`config.mk`:
```
export PLATFORM = sky130hd
export DESIGN_NAME = sm3_hash_stream_core_flat
export DESIGN_NICKNAME = d
export VERILOG_FILES = /design/src/sm3_pkg.sv /design/src/sm3_stream_if.sv /design/src/sm3_hash_stream_core.sv /design/src/flat_wrapper.sv
export SDC_FILE = /design/constraint.sdc
export NUM_CORES = 2
export LEC_CHECK = 0
export BUFFER_PORTS_ARGS = -buffer_cell sky130_fd_sc_hd__buf_2
export CORE_UTILIZATION = 50
export CTS_BUF_LIST = sky130_fd_sc_hd__clkbuf_16
export CTS_CLUSTER_DIAMETER = 50
export DETAILED_ROUTE_END_ITERATION = 8
export PLACE_DENSITY = 0.65
export SYNTH_ARGS = -nofsm -noshare
export SYNTH_HDL_FRONTEND = slang
export SYNTH_SLANG_ARGS = --single-unit
```
`constraint.sdc`:
```
create_clock -name clk -period 10.65 [get_ports clk]
set_input_delay 1.065 -clock clk [delete_from_list [all_inputs] [get_ports clk]]
set_output_delay 1.065 -clock clk [all_outputs]
set_load 0.02 [all_outputs]
```
`src/sm3_pkg.sv`:
```
// ----------------------------------------------------------------------------
// SM3 package
// Constants and round helpers shared by the SM3 stream core.
// ----------------------------------------------------------------------------
`default_nettype none
package sm3_pkg;

	localparam logic [31:0] T_LOW  = 32'h79CC4519;
	localparam logic [31:0] T_HIGH = 32'h7A879D8A;

	typedef logic [31:0] word_t;

	function automatic word_t iv_word(input logic [2:0] i);
		word_t r;
		unique case (i)
			3'd0: r = 32'h7380166F;
			3'd1: r = 32'h4914B2B9;
			3'd2: r = 32'h172442D7;
			3'd3: r = 32'hDA8A0600;
			3'd4: r = 32'hA96F30BC;
			3'd5: r = 32'h163138AA;
			3'd6: r = 32'hE38DEE4D;
			default: r = 32'hB0FB0E4E;
		endcase
		return r;
	endfunction

	function automatic word_t rotl(input word_t x, input logic [4:0] n);
		logic [63:0] d;
		d = {x, x} << n;
		return d[63:32];
	endfunction

	function automatic word_t perm0(input word_t x);
		return x ^ rotl(x, 5'd9) ^ rotl(x, 5'd17);
	endfunction

	function automatic word_t perm1(input word_t x);
		return x ^ rotl(x, 5'd15) ^ rotl(x, 5'd23);
	endfunction

	typedef struct packed {
		logic [7:0] data_byte;
		logic       has_byte;
		logic       end_of_message;
	} in_word_t;

	typedef struct packed {
		logic [31:0] digest_word;
		logic [2:0]  word_index;
		logic        last_word;
	} out_word_t;

endpackage
`default_nettype wire

```
`src/sm3_stream_if.sv`:
```
// ----------------------------------------------------------------------------
// SM3 stream interface
// Valid/ready channels: sm3_in_if carries one sm3_pkg::in_word_t, sm3_out_if one out_word_t.
// ----------------------------------------------------------------------------
`default_nettype none
interface sm3_in_if;
	logic              valid;
	logic              ready;
	sm3_pkg::in_word_t data;
	modport source (output valid, output data, input ready);
	modport sink   (input valid, input data, output ready);
endinterface

interface sm3_out_if;
	logic               valid;
	logic               ready;
	sm3_pkg::out_word_t data;
	modport source (output valid, output data, input ready);
	modport sink   (input valid, input data, output ready);
endinterface
`default_nettype wire

```
`src/sm3_hash_stream_core.sv`:
```
// ----------------------------------------------------------------------------
// SM3 hash stream core
// Byte-serial SM3 engine: absorbs bytes, pads, emits the 256-bit digest.
// ----------------------------------------------------------------------------
// Usage:
//  - in_ch carries one input word per handshake: a byte, a has_byte flag and
//    end_of_message. Words with has_byte low and no end are dropped.
//  - A byte is taken on its handshake in ST_IDLE. The 64th byte of a block
//    starts the compression: 64 rounds through one shared round unit
//    (message expansion runs alongside, the W window a 16-word shift line),
//    then the feed-forward XOR in ST_FIN. in_ch is not ready meanwhile.
//  - end_of_message pads byte by byte (9 to 72 padding and length bytes),
//    taking one or two compressions, then emits eight digest words on out_ch,
//    index 0 (A) first, last_word on index 7. The chaining value then returns
//    to the IV.
//  - A stalled receiver holds the output word; the core waits with it.
//  - arst_n clears control state and loads the IV; the block buffer is
//    left as is (every word is written before it is read).
// ----------------------------------------------------------------------------
`default_nettype none
module sm3_hash_stream_core (
	input  wire     clk,
	input  wire     arst_n,
	sm3_in_if.sink    in_ch,
	sm3_out_if.source out_ch
);

	typedef enum logic [5:0] {
		ST_IDLE = 6'b000001,
		ST_PAD  = 6'b000010,
		ST_LEN  = 6'b000100,
		ST_RND  = 6'b001000,
		ST_FIN  = 6'b010000,
		ST_OUT  = 6'b100000
	} state_t;

	state_t      state_q;
	logic [31:0] cv_q [8];
	logic [31:0] wd_q [16];
	logic [31:0] a_q, b_q, c_q, d_q, e_q, f_q, g_q, h_q;
	logic [5:0]  fill_q;
	logic [63:0] len_q;
	logic [63:0] plen_q;
	logic [5:0]  rnd_q;
	logic [2:0]  oidx_q;
	logic        pad_q;   // padding in progress; return to ST_PAD after a block
	logic        fin_q;   // length written: emit digest after this block
	logic        eom_q;   // end came on a block-closing byte: pad after this block

	// byte path
	logic       do_byte;
	logic [7:0] byte_v;
	logic       fresh_in;

	assign fresh_in   = in_ch.valid && in_ch.ready;
	assign in_ch.ready = (state_q == ST_IDLE);

	always_comb begin
		do_byte = 1'b0;
		byte_v  = 8'h00;
		unique case (state_q)
			ST_IDLE: begin
				do_byte = fresh_in && in_ch.data.has_byte;
				byte_v  = in_ch.data.data_byte;
			end
			ST_PAD: begin
				do_byte = 1'b1;
				byte_v  = pad_q ? 8'h00 : 8'h80;
			end
			ST_LEN: begin
				do_byte = 1'b1;
				byte_v  = plen_q[63:56];
			end
			default: ;
		endcase
	end

	// one shared round
	logic [31:0] a12, ss1, ss2, ff, gg, tt1, tt2, tj, wnew, wj, wpj;
	always_comb begin
		wj   = wd_q[0];
		wpj  = wd_q[0] ^ wd_q[4];
		wnew = sm3_pkg::perm1(wd_q[0] ^ wd_q[7] ^ sm3_pkg::rotl(wd_q[13], 5'd15))
		     ^ sm3_pkg::rotl(wd_q[3], 5'd7) ^ wd_q[10];
		tj   = (rnd_q < 6'd16) ? sm3_pkg::T_LOW : sm3_pkg::T_HIGH;
		a12  = sm3_pkg::rotl(a_q, 5'd12);
		ss1  = sm3_pkg::rotl(a12 + e_q + sm3_pkg::rotl(tj, rnd_q[4:0]), 5'd7);
		ss2  = ss1 ^ a12;
		if (rnd_q < 6'd16) begin
			ff = a_q ^ b_q ^ c_q;
			gg = e_q ^ f_q ^ g_q;
		end else begin
			ff = (a_q & b_q) | (a_q & c_q) | (b_q & c_q);
			gg = (e_q & f_q) | (~e_q & g_q);
		end
		tt1 = ff + d_q + ss2 + wpj;
		tt2 = gg + h_q + ss1 + wj;
	end

	// block buffer / W shift line
	always_ff @(posedge clk) begin
		if (do_byte) begin
			unique case (fill_q[1:0])
				2'd0: wd_q[fill_q[5:2]] <= {byte_v, 24'h0};
				2'd1: wd_q[fill_q[5:2]][23:16] <= byte_v;
				2'd2: wd_q[fill_q[5:2]][15:8]  <= byte_v;
				default: wd_q[fill_q[5:2]][7:0] <= byte_v;
			endcase
		end else if (state_q == ST_RND) begin
			for (int k = 0; k < 15; k++) wd_q[k] <= wd_q[k+1];
			wd_q[15] <= wnew;
		end
		if (state_q == ST_RND) begin
			a_q <= tt1; b_q <= a_q; c_q <= sm3_pkg::rotl(b_q, 5'd9); d_q <= c_q;
			e_q <= sm3_pkg::perm0(tt2); f_q <= e_q;
			g_q <= sm3_pkg::rotl(f_q, 5'd19); h_q <= g_q;
		end else begin
			a_q <= cv_q[0]; b_q <= cv_q[1]; c_q <= cv_q[2]; d_q <= cv_q[3];
			e_q <= cv_q[4]; f_q <= cv_q[5]; g_q <= cv_q[6]; h_q <= cv_q[7];
		end
	end

	assign out_ch.valid            = (state_q == ST_OUT);
	assign out_ch.data.digest_word = cv_q[oidx_q];
	assign out_ch.data.word_index  = oidx_q;
	assign out_ch.data.last_word   = (oidx_q == 3'd7);

	always_ff @(posedge clk or negedge arst_n) begin
		if (!arst_n) begin
			state_q <= ST_IDLE;
			for (int k = 0; k < 8; k++) cv_q[k] <= sm3_pkg::iv_word(3'(k));
			fill_q <= '0;
			len_q  <= '0;
			plen_q <= '0;
			rnd_q  <= '0;
			oidx_q <= '0;
			pad_q  <= 1'b0;
			fin_q  <= 1'b0;
			eom_q  <= 1'b0;
		end else begin
			if (do_byte) fill_q <= fill_q + 6'd1;
			if (state_q == ST_LEN) plen_q <= {plen_q[55:0], 8'h00};
			unique case (state_q)
				ST_IDLE: begin
					if (fresh_in) begin
						pad_q <= 1'b0;
						if (in_ch.data.has_byte) len_q <= len_q + 64'd8;
						plen_q <= len_q + (in_ch.data.has_byte ? 64'd8 : 64'd0);
						if (do_byte && fill_q == 6'd63) begin
							rnd_q   <= '0;
							fin_q   <= 1'b0;
							state_q <= ST_RND;
							eom_q   <= in_ch.data.end_of_message;
						end else if (in_ch.data.end_of_message) begin
							state_q <= ST_PAD;
						end
					end
				end
				ST_PAD: begin
					pad_q <= 1'b1;
					if (fill_q == 6'd63) begin
						rnd_q <= '0; fin_q <= 1'b0; state_q <= ST_RND;
					end else if (fill_q == 6'd55) begin
						state_q <= ST_LEN;
					end
				end
				ST_LEN: begin
					if (fill_q == 6'd63) begin
						rnd_q <= '0; fin_q <= 1'b1; state_q <= ST_RND;
					end
				end
				ST_RND: begin
					rnd_q <= rnd_q + 6'd1;
					if (rnd_q == 6'd63) state_q <= ST_FIN;
				end
				ST_FIN: begin
					cv_q[0] <= cv_q[0] ^ a_q; cv_q[1] <= cv_q[1] ^ b_q;
					cv_q[2] <= cv_q[2] ^ c_q; cv_q[3] <= cv_q[3] ^ d_q;
					cv_q[4] <= cv_q[4] ^ e_q; cv_q[5] <= cv_q[5] ^ f_q;
					cv_q[6] <= cv_q[6] ^ g_q; cv_q[7] <= cv_q[7] ^ h_q;
					eom_q <= 1'b0;
					if (fin_q) begin
						oidx_q <= '0; state_q <= ST_OUT;
					end else if (pad_q || eom_q) begin
						state_q <= (fill_q == 6'd56) ? ST_LEN : ST_PAD;
					end else begin
						state_q <= ST_IDLE;
					end
				end
				ST_OUT: begin
					if (out_ch.ready) begin
						oidx_q <= oidx_q + 3'd1;
						if (oidx_q == 3'd7) begin
							for (int k = 0; k < 8; k++) cv_q[k] <= sm3_pkg::iv_word(3'(k));
							fill_q  <= '0;
							len_q   <= '0;
							fin_q   <= 1'b0;
							pad_q   <= 1'b0;
							state_q <= ST_IDLE;
						end
					end
				end
				default: state_q <= ST_IDLE;
			endcase
		end
	end

endmodule
`default_nettype wire

```
`src/flat_wrapper.sv`:
```
// flat-port wrapper written by rule: the top's interface ports become plain ports
module sm3_hash_stream_core_flat 
  (clk, arst_n, in_ch_valid, in_ch_data, in_ch_ready, out_ch_valid, out_ch_data, out_ch_ready);
  sm3_in_if in_ch_i ();
  sm3_out_if out_ch_i ();
  input  wire clk;
  input  wire arst_n;
  input wire logic [$bits(in_ch_i.valid)-1:0] in_ch_valid;
  input wire logic [$bits(in_ch_i.data)-1:0] in_ch_data;
  output wire logic [$bits(in_ch_i.ready)-1:0] in_ch_ready;
  output wire logic [$bits(out_ch_i.valid)-1:0] out_ch_valid;
  output wire logic [$bits(out_ch_i.data)-1:0] out_ch_data;
  input wire logic [$bits(out_ch_i.ready)-1:0] out_ch_ready;
  assign in_ch_i.valid = in_ch_valid;
  assign in_ch_i.data = in_ch_data;
  assign in_ch_ready = in_ch_i.ready;
  assign out_ch_valid = out_ch_i.valid;
  assign out_ch_data = out_ch_i.data;
  assign out_ch_i.ready = out_ch_ready;
  sm3_hash_stream_core u_core (.clk(clk), .arst_n(arst_n), .in_ch(in_ch_i), .out_ch(out_ch_i));
endmodule
```
==> impl_metrics.ini <==
[detailed_routing]
avgRoutedWirePerCell_um = 26.2
wl_met2_um = 97400
routed.top_layer = met5
met3WireLength_um = 14800
dr.pass1.iters = 6
ant_nets = 0
drc_errors = 0
num_vias = 47553
drt_wl_total_um = 213000
m1WireLength_um = 89200
via_per_inst = 5.85
drtIter0Drc = 5422

[timing]
fmax_mhz = 100
tns_ps = 0
maxSlewHeadroom_pct = 9.76
worst_slack_ps = 671
period_share_pct = 93.7
finalSetupViolCount = 0
period_needed_ps = 9980
rsz0062_at_grt = false
hold_viol = 0
tightest_slew_ps = 1340
clock-skew-final_ps = 34.3
slew_violations = 0

[clock_tree]
cts_setup_buffers = 0
cts_tree = yes
ctsHoldBuffers = 0
clkTransAtPathRegs_ps = 60
ctsResizeCount = 0
clkSinkCount = 1173
numCtsBuffers = 143
cts_buffer_depth = 3
cts_htree_levels = 4
cts_root_buffer = clkbuf_16
clock_latency_ps = 780

[die]
die_h_um = 361
floorplan.initialDensity_pct = 50.4
die_area_sq_um = 130000
io_pins = 52
die_w_um = 361
rows = 131
core_area_sq_um = 128000

[synthesis]
synth_seq_cells = 1173
synth_flop_cell = edfxtp_1
synthSimpleGateAreaFrac_pct = 13.5
synth-xor-area-share_pct = 10.5
synth_edf_count = 512
syn-num-nets = 6717
yosysUniqueCellTypes = 88
synth_area_per_cell_sq_um = 10.0
syn_area_sq_um = 64300
synthArstFlopShare_pct = 34.5
synth-compound-area-share_pct = 12.1
yosysWarnings = 0
synth_mux_area_share_pct = 4.15
yosysSeqAreaShare_pct = 47.9
syn-instance-count = 6407
synth_top_family_by_area = simple AND/OR/NAND/NOR gates
synth_fa_ha_area_share_pct = 7.97

[grt]
grt_overflow = 0
grt_pass1_wl_um = 313000
track_usage_pct = 32.8
antenna_found_initial = 9
grt_max_degree = 196
grt_pass1_vias = 45237

[layout]
fillCellCount = 11128
drive_gt1_share_pct = 10.1
final-seq-area_sq_um = 30800
layout_commonest_cell = nand2_1
fin_nets = 6655
multi_input_area_sq_um = 31100
syn_to_final_growth_pct = 10.2
final_cell_mix = 1346 x nand2_1, 512 x edfxtp_1, 427 x a21o_1

[worst_setup_path]
startpoint_type = flop
path_common_cell = fa_1
crit_slowest_cell = fa_1
setup.worst_path.end_class = flop
worstRegToRegCells = 35
cp.required_ps = 11300
crit_type = reg -> reg
path_max_fanout = 24
critPathMaxStageDelay_ps = 580
arrival_ps = 10620

[placed_design]
portBuffers = 51
pre_cts_ws_ps = 810
place_congestion = 1.01
place_hpwl_um = 158000

[power]
power_density_nw_per_um2 = 171
p_leak_nw = 31.7
ir_worst_vdd_mv = 0.146

[job]
maxCapViolations = 0

[status]
status = finished, final reports clean

[min_path]
min_path_type = in -> async
[through the flow]
stage	utilization, %	power, mW	hold slack [ps]	instances	area (sq um)
finish	55.6	12.2	340	8124	70900
floorplan	-	6.59	441	6407	64300
global route	55.6	12.6	391	8123	70900
global placement	52.0	7.37	462	7862	66200
CTS	55.6	12.2	340	8123	70900
detailed placement	52.0	7.38	467	7862	66200
[state kept, by name, summed over array words and instances (netlist names), 3 cells and up]
register and flops:
u_core.state_q 6, u_core.b_q 32, u_core.oidx_q 3, u_core.c_q 32, u_core.wd_q 512, u_core.len_q 61, u_core.cv_q 256, u_core.g_q 32
u_core.f_q 32, u_core.h_q 32, u_core.fill_q 6, u_core.e_q 32, u_core.a_q 32, u_core.d_q 32, u_core.rnd_q 6, u_core.plen_q 64
[cell usage after synthesis (120+ instances only)]
| cell type | count | area share (%) |
|---|---|---|
| dfrtp_1 | 285 | 11 |
| clkbuf_1 | 333 | 1.9 |
| o21ai_0 | 362 | 2.8 |
| a21o_1 | 427 | 5.0 |
| xnor2_1 | 393 | 5.4 |
| dfstp_2 | 120 | 4.9 |
| a21oi_1 | 158 | 1.2 |
| inv_1 | 303 | 1.8 |
| edfxtp_1 | 512 | 24 |
| nand2_1 | 1347 | 7.9 |
| fa_1 | 188 | 5.9 |
| xor2_1 | 365 | 5.0 |
| nor2_1 | 425 | 2.5 |
| dfxtp_1 | 256 | 8.0 |
[layer usage]
layer  track usage, %  vias up
met5                0        -
met4             15.7        4
met3             5.63      370
met2             50.8     1754
met1             44.6    23970
li1                 -    21455
[final cells by class]
| class | instances | area share [%] |
|---|---|---|
| Antenna cell | 1 | 0.00353 |
| Clock buffer | 146 | 5.15 |
| Clock inverter | 115 | 1.38 |
| Inverter | 305 | 1.62 |
| Multi-Input combinational cell | 4567 | 43.9 |
| Sequential cell | 1173 | 43.4 |
| Tap cell | 1662 | 2.93 |
| Timing Repair Buffer | 155 | 1.58 |
[where the power goes]
group	switching (mW)	internal, mW	total, mW
Combinational	1.37	0.753	2.12
Clock	2.05	2.77	4.82
Sequential	0.224	4.99	5.22
[kinds of logic (layout without fill, tap and decap cells)]
logic type,after synthesis,in the layout
and+or+nand+nor,2104,2104
AOI/OAI and AO/OA,1222,1222
DFF,1173,1173
xor gates and xnor gates,763,763
buffers and inverters,667,721
adders and majority gates,297,297
muxes,181,181
other,0,1
[worst max-delay path: cells and delay by family, from the launching register on]
kind	cells	cell delay [ps]
adder cells (fa/ha/maj)	7	2860
buffers and inverters	3	290
flip-flops	1	400
AND/OR/NAND/NOR	5	1120
AO/OA/AOI/OAI	15	3970
multiplexers	3	710
XOR/XNOR	2	480
[worst paths after layout]
check | from | to | slack [ps]
max | u_core.rnd_q[4] | u_core.a_q[30] | 670
min | arst_n | u_core.plen_q[1] | 340
max reg2reg | u_core.rnd_q[4] | u_core.a_q[30] | 670
min reg2reg | u_core.c_q[2] | u_core.d_q[2] | 480
max in group asynchronous | arst_n | u_core.rnd_q[4] | 8000
min in group clk | u_core.c_q[2] | u_core.d_q[2] | 480
Note: power is estimated with default switching activity, not from simulation.
